File: config.mk
export PLATFORM = sky130hd
export DESIGN_NAME = hmq_ctrl
export DESIGN_NICKNAME = d
export VERILOG_FILES = /design/src/sv/hmq_pkg.sv /design/src/sv/hmq_ctrl.sv
export SDC_FILE = /design/constraint.sdc
export NUM_CORES = 1
export LEC_CHECK = 0
export BUFFER_PORTS_ARGS = -buffer_cell sky130_fd_sc_hd__clkbuf_2
export CAP_MARGIN = 20
export CORE_MARGIN = 2
export CORE_UTILIZATION = 50
export CTS_BUF_LIST = sky130_fd_sc_hd__clkbuf_4 sky130_fd_sc_hd__clkbuf_8 sky130_fd_sc_hd__clkbuf_16
export CTS_CLUSTER_DIAMETER = 30
export DETAILED_ROUTE_END_ITERATION = 12
export PLACE_DENSITY = 0.73
export SYNTH_ARGS = -nofsm -noshare
export SYNTH_HDL_FRONTEND = slang
export SYNTH_SLANG_ARGS = --single-unit
File: constraint.sdc
create_clock -name clk_i -period 6.4 [get_ports clk_i]
set_input_delay 0 -clock clk_i [delete_from_list [all_inputs] [get_ports clk_i]]
set_output_delay 0 -clock clk_i [all_outputs]
set_load 0.03 [all_outputs]
File: src/sv/hmq_pkg.sv
// Types and constants of the binary min-heap queue.
`timescale 1ns / 1ps

package hmq_pkg;

  localparam int KEY_W        = 16;
  localparam int PAY_W        = 16;
  localparam int COUNT_OUT_W  = 10;
  localparam int CAPACITY_DEF = 512;

  localparam logic CMD_INSERT = 1'b0;
  localparam logic CMD_REMOVE = 1'b1;

  typedef enum logic [1:0] {
    ST_DONE  = 2'd0,
    ST_FULL  = 2'd1,
    ST_EMPTY = 2'd2
  } status_e;

  typedef struct packed {
    logic                    cmd;
    logic signed [KEY_W-1:0] new_key;
    logic        [PAY_W-1:0] new_payload;
  } in_word_t;

  typedef struct packed {
    status_e                       status;
    logic signed [KEY_W-1:0]       removed_key;
    logic        [PAY_W-1:0]       removed_payload;
    logic                          min_valid;
    logic signed [KEY_W-1:0]       min_key;
    logic        [COUNT_OUT_W-1:0] entry_count;
  } out_word_t;

  typedef struct packed {
    logic signed [KEY_W-1:0] key;
    logic        [PAY_W-1:0] payload;
  } entry_t;

endpackage

File: src/sv/hmq_ctrl.sv
// Sift sequencer: walks the heap one level at a time through a single compare unit.
`timescale 1ns / 1ps

module hmq_ctrl #(
  parameter int CAPACITY = hmq_pkg::CAPACITY_DEF
) (
  input  logic                        clk_i,
  input  logic                        rst_ni,
  input  logic                        in_valid_i,
  output logic                        in_ready_o,
  input  hmq_pkg::in_word_t           in_data_i,
  output logic                        res_valid_o,
  input  logic                        res_ready_i,
  output hmq_pkg::out_word_t          res_data_o,
  output logic                        mem_we_o,
  output logic [$clog2(CAPACITY)-1:0] mem_waddr_o,
  output hmq_pkg::entry_t             mem_wdata_o,
  output logic [$clog2(CAPACITY)-1:0] mem_raddr_o,
  input  hmq_pkg::entry_t             mem_rdata_i
);

  localparam int IW = $clog2(CAPACITY);
  localparam int CW = $clog2(CAPACITY + 1);
  localparam int XW = IW + 2;

  typedef enum logic [7:0] {
    S_IDLE     = 8'b0000_0001,
    S_UP_RD    = 8'b0000_0010,
    S_UP_CMP   = 8'b0000_0100,
    S_LAST_WT  = 8'b0000_1000,
    S_DN_RD    = 8'b0001_0000,
    S_DN_LEFT  = 8'b0010_0000,
    S_DN_RIGHT = 8'b0100_0000,
    S_DONE     = 8'b1000_0000
  } state_e;

  state_e               state_q, state_d;
  logic [CW-1:0]        count_q, count_d;
  logic [IW-1:0]        pos_q, pos_d;
  hmq_pkg::entry_t      cur_q, cur_d;
  hmq_pkg::entry_t      child_q, child_d;
  logic                 left_q, left_d;
  hmq_pkg::entry_t      root_q, root_d;
  hmq_pkg::status_e     status_q, status_d;
  hmq_pkg::entry_t      removed_q, removed_d;

  logic [XW-1:0]        lc_x, rc_x, cnt_x;
  logic                 lc_in, rc_in;
  logic [IW-1:0]        lc_idx, rc_idx, parent_idx;
  logic signed [hmq_pkg::KEY_W-1:0] cmp_a, cmp_b;
  logic                 cmp_lt;

  // Child and parent positions; children are checked against the count in wider arithmetic.
  assign lc_x       = {1'b0, pos_q, 1'b1};
  assign rc_x       = lc_x + XW'(1);
  assign cnt_x      = XW'(count_q);
  assign lc_in      = lc_x < cnt_x;
  assign rc_in      = rc_x < cnt_x;
  assign lc_idx     = lc_x[IW-1:0];
  assign rc_idx     = rc_x[IW-1:0];
  assign parent_idx = (pos_q - IW'(1)) >> 1;

  // The one shared signed comparator.
  always_comb begin
    cmp_a = mem_rdata_i.key;
    cmp_b = cur_q.key;
    if (state_q == S_UP_CMP) begin
      cmp_a = cur_q.key;
      cmp_b = mem_rdata_i.key;
    end else if (state_q == S_DN_RIGHT && left_q) begin
      cmp_b = child_q.key;
    end
  end
  assign cmp_lt = cmp_a < cmp_b;

  always_comb begin
    state_d     = state_q;
    count_d     = count_q;
    pos_d       = pos_q;
    cur_d       = cur_q;
    child_d     = child_q;
    left_d      = left_q;
    status_d    = status_q;
    removed_d   = removed_q;
    mem_we_o    = 1'b0;
    mem_waddr_o = pos_q;
    mem_wdata_o = cur_q;
    mem_raddr_o = lc_idx;

    unique case (state_q)
      S_IDLE: begin
        if (in_valid_i) begin
          status_d  = hmq_pkg::ST_DONE;
          removed_d = '0;
          if (in_data_i.cmd == hmq_pkg::CMD_INSERT) begin
            if (count_q == CW'(CAPACITY)) begin
              status_d = hmq_pkg::ST_FULL;
              state_d  = S_DONE;
            end else begin
              pos_d       = IW'(count_q);
              cur_d.key   = in_data_i.new_key;
              cur_d.payload = in_data_i.new_payload;
              count_d     = count_q + CW'(1);
              state_d     = S_UP_RD;
            end
          end else begin
            if (count_q == '0) begin
              status_d = hmq_pkg::ST_EMPTY;
              state_d  = S_DONE;
            end else begin
              removed_d   = root_q;
              count_d     = count_q - CW'(1);
              pos_d       = '0;
              mem_raddr_o = IW'(count_q - CW'(1));
              state_d     = (count_q == CW'(1)) ? S_DONE : S_LAST_WT;
            end
          end
        end
      end

      S_UP_RD: begin
        if (pos_q == '0) begin
          mem_we_o = 1'b1;
          state_d  = S_DONE;
        end else begin
          mem_raddr_o = parent_idx;
          state_d     = S_UP_CMP;
        end
      end

      S_UP_CMP: begin
        mem_we_o = 1'b1;
        if (cmp_lt) begin
          // Parent is strictly greater: it moves down into the hole.
          mem_wdata_o = mem_rdata_i;
          pos_d       = parent_idx;
          state_d     = S_UP_RD;
        end else begin
          state_d = S_DONE;
        end
      end

      S_LAST_WT: begin
        cur_d   = mem_rdata_i;
        state_d = S_DN_RD;
      end

      S_DN_RD: begin
        if (lc_in) begin
          state_d = S_DN_LEFT;
        end else begin
          mem_we_o = 1'b1;
          state_d  = S_DONE;
        end
      end

      S_DN_LEFT: begin
        if (rc_in) begin
          child_d     = mem_rdata_i;
          left_d      = cmp_lt;
          mem_raddr_o = rc_idx;
          state_d     = S_DN_RIGHT;
        end else begin
          mem_we_o = 1'b1;
          if (cmp_lt) begin
            mem_wdata_o = mem_rdata_i;
            pos_d       = lc_idx;
            state_d     = S_DN_RD;
          end else begin
            state_d = S_DONE;
          end
        end
      end

      S_DN_RIGHT: begin
        mem_we_o = 1'b1;
        // The right child wins only when strictly smaller than the best so far.
        if (cmp_lt) begin
          mem_wdata_o = mem_rdata_i;
          pos_d       = rc_idx;
          state_d     = S_DN_RD;
        end else if (left_q) begin
          mem_wdata_o = child_q;
          pos_d       = lc_idx;
          state_d     = S_DN_RD;
        end else begin
          state_d = S_DONE;
        end
      end

      S_DONE: begin
        if (res_ready_i) begin
          state_d = S_IDLE;
        end
      end

      default: begin
        state_d = S_IDLE;
      end
    endcase
  end

  // The root is mirrored in a register so the minimum is known without a memory read.
  always_comb begin
    root_d = root_q;
    if (mem_we_o && mem_waddr_o == '0) begin
      root_d = mem_wdata_o;
    end
  end

  always_ff @(posedge clk_i or negedge rst_ni) begin
    if (!rst_ni) begin
      state_q <= S_IDLE;
      count_q <= '0;
    end else begin
      state_q <= state_d;
      count_q <= count_d;
    end
  end

  always_ff @(posedge clk_i) begin
    pos_q     <= pos_d;
    cur_q     <= cur_d;
    child_q   <= child_d;
    left_q    <= left_d;
    root_q    <= root_d;
    status_q  <= status_d;
    removed_q <= removed_d;
  end

  assign in_ready_o  = (state_q == S_IDLE);
  assign res_valid_o = (state_q == S_DONE);

  always_comb begin
    res_data_o.status          = status_q;
    res_data_o.removed_key     = removed_q.key;
    res_data_o.removed_payload = removed_q.payload;
    res_data_o.min_valid       = (count_q != '0);
    res_data_o.min_key         = (count_q != '0) ? root_q.key : '0;
    res_data_o.entry_count     = hmq_pkg::COUNT_OUT_W'(count_q);
  end

endmodule

==> impl_metrics.json, run 1 <==
{
  "rows": 49,
  "grt_overflow": 0,
  "critPathSlowestCell": "and4b_1",
  "endpoint": "mem_wdata_o[1]",
  "vias_per_cell": 6.03,
  "synthesis.area_um2": 9200,
  "port_buffers": 182,
  "power.total_uw": 5090,
  "worstPathArrival_ns": 5.45,
  "crit_buf_inv": 1,
  "cts_buffers": 17,
  "worst_slew_pin_slew_ns": 1.01,
  "ys_seq_elements": 158,
  "antenna_found_initial": 0,
  "yosys.area.top_type": "edfxtp_1",
  "dr_total_vias": 7902,
  "r2r_end": "mem_waddr_o[2]",
  "grt_pass1_vias": 7799,
  "crit_family": "simple AND/OR/NAND/NOR gates",
  "drtIter0Drc": 723,
  "ys_warn_count": 0,
  "grt_setup_unrepaired": "no",
  "cp.required_ns": 6.40,
  "r2r_cells": 14,
  "slowest_delay_ns": 0.77,
  "clk_pin_slew_ns": 0.07,
  "postCtsSetupBuffers": 0,
  "fin_tns_setup_ns": 0,
  "utilization_pct": 64.3,
  "final_common_cell": "clkbuf_2",
  "ios": 183,
  "track_usage_pct": 28.2,
  "crit_cells": 14,
  "dieArea_um2": 19500,
  "hp-class": "input pin to asynchronous set/reset pin",
  "die_h_um": 140,
  "clkLatencyLatePin_ns": 0.44,
  "ys.flop_type": "edfxtp_1",
  "cts_num_sinks": 158,
  "status": "finished, final reports clean",
  "cts.htree.levels": 4,
  "yosysSeqAreaShare_pct": 50.6,
  "most-common-layout-cells": "clkbuf_2, edfxtp_1, nand2_1",
  "grt_max_degree": 53,
  "cts_tree": "built",
  "ctsLongestPathBuffers": 2,
  "yosysTopAreaCellShare_pct": 45.7,
  "fillers": 1446,
  "slew_viol_final": 0,
  "dp_hpwl_um": 18200,
  "drive_above_1_share_pct": 26.5,
  "timing.fmax_mhz": 183,
  "design_area_um2": 11600,
  "core_area_um2": 18000,
  "r2r_start": "state_q[5]",
  "end_kind": "primary output",
  "initial_core_util_pct": 51.1,
  "powerDensity_nw_per_um2": 439,
  "first_pass_iters": 5,
  "cp_cell_sequence": "nor4_4 -> and4b_1 -> nand2_1 -> nand2_1 -> ha_1 -> o21a_1 -> o21ai_1 -> a2111oi_0 -> nand4_1 -> o31a_2 -> nor2_8 -> nand2_1 -> o21ai_1 -> clkbuf_2",
  "placed_cell_area_um2": 10300,
  "grt_pass1_wl_um": 43200,
  "final_nets": 1175,
  "async_flop_share_pct": 11.4,
  "drc": 0,
  "startpoint": "state_q[5]",
  "finalSetupViolations": 0,
  "hold_viol": 0,
  "max_cap_viol_count": 0,
  "synth_nets": 947,
  "criticalPathCategory": "flip-flop to primary output",
  "timing.hold.ws_ns": 0.0633,
  "worstSetupStartpointType": "flip-flop",
  "antenna_left": 0,
  "wire_per_inst_um": 21.2,
  "die_w_um": 140,
  "synth-edff-count": 140,
  "layout_min_cycle_time_ns": 5.45,
  "synthToLayoutAreaGrowth_pct": 26.0,
  "ff2ff_setup_slack_ns": 1.16,
  "synthTopCellsByArea": "edfxtp_1, ha_1, dfrtp_1",
  "min_period_over_period_pct": 85.2,
  "synthCells": 840,
  "cp_max_fo": 27,
  "place_congestion": 0.992,
  "leakagePower_uw": 0.00492,
  "cts_resized": 0,
  "cts_root_buf": "clkbuf_16",
  "synth_cell_types": 74,
  "routed_wl_um": 27800,
  "crit_top_cell": "nand2_1",
  "vdd_ir_drop_max_uv": 341,
  "avgSynthCellArea_um2": 11.0,
  "clock_skew_ns": 0.00965,
  "slew_headroom_pct": 32.4
}
==> state kept, by name, summed over array words and instances, names as in the netlist <==
register / count
child_q: 32
cur_q: 32
res_data_o: 32
root_q: 32
count_q: 10
mem_waddr_o: 9
state_q: 8
status_q: 2
left_q: 1
==> worst min path at each step <==
| stage | slack [ns] | end | from |
|---|---|---|---|
| after floorplan | -0.30 | count_q[0] | rst_ni |
| after detailed placement | -0.02 | count_q[5] | rst_ni |
| after global placement | -0.03 | count_q[5] | rst_ni |
| final | 0.06 | count_q[5] | rst_ni |
| after global routing | 0.1 | count_q[9] | rst_ni |
| after CTS | 0.06 | count_q[5] | rst_ni |
==> repair_timing <==
action,4_1_cts,5_1_grt
endpoints found under the hold margin,93,0
endpoints found under the setup margin,0,0
hold buffers,67,0
==> metal layers <==
metal	wire length [um]	share of wire [%]	up-vias	GRT usage, %
li1	-	-	3620	-
met1	11500	42	3864	38.1
met2	13500	49	373	45.6
met3	2110	7.6	45	6.02
met4	641	2.3	0	9.21
met5	0	0	-	0
==> synth_stat cells, types with 3 or more instances <==
cell,n
o21ai_1,28
a31oi_1,5
nor2b_1,5
edfxtp_1,140
o21ai_0,35
o221ai_1,4
xor2_1,12
nor4_1,4
and2_1,18
buf_1,4
nand2b_1,4
a211oi_1,4
nand4b_1,4
nor3_1,12
o211ai_1,4
a21o_1,3
nand3_1,20
nor2_1,45
ha_1,38
a2bb2oi_2,9
a22oi_1,20
inv_1,17
inv_2,3
dfrtp_1,17
o21a_1,6
a21oi_1,31
nor3b_1,4
clkbuf_1,34
and3_1,36
nand4_1,6
mux2i_1,35
mux2_2,32
a2bb2oi_1,6
nand2_1,96
o22ai_1,18
buf_2,6
xnor2_1,21
nand3b_1,6
==> area by class of cell <==
class | instances | area, um2 | share of cell area, %
repair buffers | 257 | 1650 | 14.2
clock inverters | 13 | 201 | 1.74
clock buffers | 19 | 440 | 3.80
diodes | 1 | 2.50 | 0.0216
flip-flops and latches | 158 | 4660 | 40.2
multi-input cells | 613 | 4280 | 36.9
well taps | 229 | 287 | 2.47
inverters | 21 | 78.8 | 0.680
==> stage by stage <==
| step | worst slack [ns] | std cells |
|---|---|---|
| after global placement | 1.39 | 1210 |
| after detailed placement | 1.17 | 1210 |
| after floorplan | 1.32 | 840 |
| after global routing | 0.539 | 1310 |
| after CTS | 1.01 | 1309 |
| final | 0.950 | 1311 |
==> cell families (layout without fill, tap and decap cells) <==
| logic type | count (synthesis) | after routing | synth area share (%) |
|---|---|---|---|
| AOI/OAI and AO/OA | 197 | 197 | 14.5 |
| DFF | 158 | 158 | 50.6 |
| xor gates and xnor gates | 33 | 33 | 3.14 |
| buffers and inverters | 69 | 310 | 3.14 |
| other | 0 | 1 | 0 |
| adders and majority gates | 38 | 38 | 5.17 |
| muxes | 67 | 67 | 7.72 |
| and+or+nand+nor | 278 | 278 | 15.7 |
==> where the power goes <==
group / switching [uW] / internal [uW] / total, uW / leakage [uW]
sequential: 264 / 1400 / 1660 / 0.00150
combinational: 1560 / 749 / 2300 / 0.00310
clock: 450 / 673 / 1120 / 0.000310
Note: power is estimated with default switching activity, not from simulation.
==> run 2, diff against run 1 <==
CELL_PAD_IN_SITES_DETAIL_PLACEMENT = 0   (was unset)
CELL_PAD_IN_SITES_GLOBAL_PLACEMENT = 1   (was unset)
CORE_UTILIZATION = 44   (was 50)
CTS_CLUSTER_DIAMETER = unset   (was 30)
MAX_ROUTING_LAYER = met4   (was unset)
PLACE_DENSITY = 0.8   (was 0.73)
==> run 2 against run 1 <==
Sequential power is essentially flat; design area shrank 0.19%; first-iteration DRC count shrank 25%; largest power group unchanged; clock-buffer cell count shrank 2; largest cell class unchanged; clock skew grew 0.0030 ns; critical endpoint is now mem_wdata_o[11]; non-clock buffer count is the same; hold slack lost 0.016 ns; utilization shrank 7.5 points; worst setup slack gained 0.15 ns; combinational power is essentially flat; register-to-register slack gained 0.35 ns.
==> impl_metrics.json, run 2 (synthesized netlist as in run 1, its figures left out) <==
{
  "status": "finished, final reports clean",
  "slew_headroom_pct": 30.6,
  "ctsLongestPathBuffers": 2,
  "vdd_ir_drop_max_uv": 291,
  "crit_buf_inv": 1,
  "port_buffers": 182,
  "criticalPathCategory": "flip-flop to primary output",
  "place_congestion": 0.959,
  "antenna_found_initial": 0,
  "antenna_left": 0,
  "cts_buffers": 17,
  "max_cap_viol_count": 0,
  "timing.fmax_mhz": 189,
  "cp_max_fo": 27,
  "cts_root_buf": "clkbuf_16",
  "powerDensity_nw_per_um2": 430,
  "end_kind": "primary output",
  "finalNonFillerCells": 1351,
  "cts_num_sinks": 158,
  "track_usage_pct": 25.9,
  "cp.required_ns": 6.40,
  "first_pass_iters": 5,
  "drc": 0,
  "clkLatencyLatePin_ns": 0.42,
  "layout_min_cycle_time_ns": 5.30,
  "critPathSlowestCell": "and4b_1",
  "placed_cell_area_um2": 10300,
  "routed_wl_um": 27800,
  "grt_pass1_vias": 7537,
  "fin_tns_setup_ns": 0,
  "crit_family": "compound AO/OA/AOI/OAI gates",
  "crit_cells": 15,
  "min_period_over_period_pct": 82.9,
  "dp_cells": 1253,
  "ios": 183,
  "rows": 52,
  "dp_hpwl_um": 18700,
  "fillers": 1748,
  "hold_viol": 0,
  "cp_cell_sequence": "nor4_4 -> and4b_1 -> nand2_1 -> nand2_1 -> ha_1 -> o21a_1 -> o21ai_1 -> a2111oi_0 -> nand4_1 -> o31a_2 -> nor2_8 -> a21o_1 -> a22oi_1 -> o21ai_1 -> clkbuf_2",
  "hold_depth": 3,
  "cts.htree.levels": 4,
  "die_h_um": 149,
  "drtIter0Drc": 542,
  "diodes": 0,
  "postCtsSetupBuffers": 0,
  "clock_skew_ns": 0.0127,
  "worstSetupStartpointType": "flip-flop",
  "dr_total_vias": 7671,
  "wire_per_inst_um": 20.6,
  "r2r_cells": 15,
  "clk_pin_slew_ns": 0.07,
  "leakagePower_uw": 0.00489,
  "design_area_um2": 11600,
  "grt_overflow": 0,
  "final_common_cell": "clkbuf_2",
  "die_w_um": 149,
  "worst_slew_pin_slew_ns": 1.04,
  "drive_above_1_share_pct": 26.5,
  "slew_viol_final": 0,
  "finalSetupViolations": 0,
  "final_nets": 1175,
  "most-common-layout-cells": "clkbuf_2, edfxtp_1, nand2_1",
  "core_area_um2": 20400,
  "cts_tree": "built",
  "vias_per_cell": 5.68,
  "grt_pass1_wl_um": 42900,
  "hp-class": "input pin to flip-flop",
  "dieArea_um2": 22100,
  "slowest_delay_ns": 0.80,
  "grt_max_degree": 53,
  "grt_setup_unrepaired": "no",
  "initial_core_util_pct": 45.2,
  "worstPathArrival_ns": 5.30,
  "synthToLayoutAreaGrowth_pct": 25.7
}
-- run 2: cell count changes in the layout (fill, tap and decap cells not counted), sizes merged --
cell and delta:
diode -1, clkinv +3, clkbuf -2, bufinv -3, dlygate4sd3 -1, buf +1
inv +2
-- run 2: timing repair --
item	in CTS	in global routing
resized for setup	0	0
hold endpoints to repair	95	0
endpoints found under the setup margin	0	0
hold buffers	66	0
-- run 2: metrics by stage --
stage / utilization, % / total power, uW / hold slack [ns] / worst slack [ns]
after CTS: 56.8 / 4980 / 0.000934 / 1.06
after global routing: 56.8 / 5240 / 0.0449 / 0.673
after floorplan: - / 3220 / -0.296 / 1.32
final: 56.8 / 4980 / 0.0472 / 1.10
after global placement: 50.7 / 3940 / -0.0122 / 1.55
after detailed placement: 50.7 / 3940 / -0.0142 / 1.47
-- run 2: path summary, 6_finish.rpt --
path	start	slack (ns)	to
worst max-delay path	state_q[5]	1.10	mem_wdata_o[11]
worst min-delay path	in_valid_i	0.05	state_q[0]
worst max register to register	state_q[5]	1.51	mem_waddr_o[6]
worst min register to register	root_q[12]	0.54	res_data_o[39]
max in group asynchronous	rst_ni	5.95	state_q[0]
min in group asynchronous	rst_ni	0.08	count_q[5]
-- run 2: cell type report --
cell class                      count  area, um2  share of cell area [%]
Timing Repair Buffer              257       1640                    14.2
Clock inverter                     15        153                    1.32
Inverter                           21       78.8                   0.681
Sequential cell                   158       4660                    40.2
Tap cell                          270        338                    2.92
Multi-Input combinational cell    613       4280                    37.0
Clock buffer                       17        425                    3.68
-- run 2: power by group --
part,internal (uW),switching (uW),total (uW)
registers,1400,256,1650
clock network,551,453,1000
logic,749,1570,2320
total,2700,2280,4980
-- run 2: routing by layer --
| metal | vias up | GRT usage [%] | part of all wire (%) |
|---|---|---|---|
| li1 | 3619 | - | - |
| met1 | 3745 | 35.0 | 44 |
| met2 | 287 | 41.5 | 49 |
| met3 | 20 | 4.29 | 5.9 |
| met4 | 0 | 5.52 | 1.1 |
| met5 | - | - | 0 |
-- run 2: worst min-delay path: stages --
cell and delay (ns):
clkbuf_2 0.16, o32ai_1 0.16, o21a_1 0.14
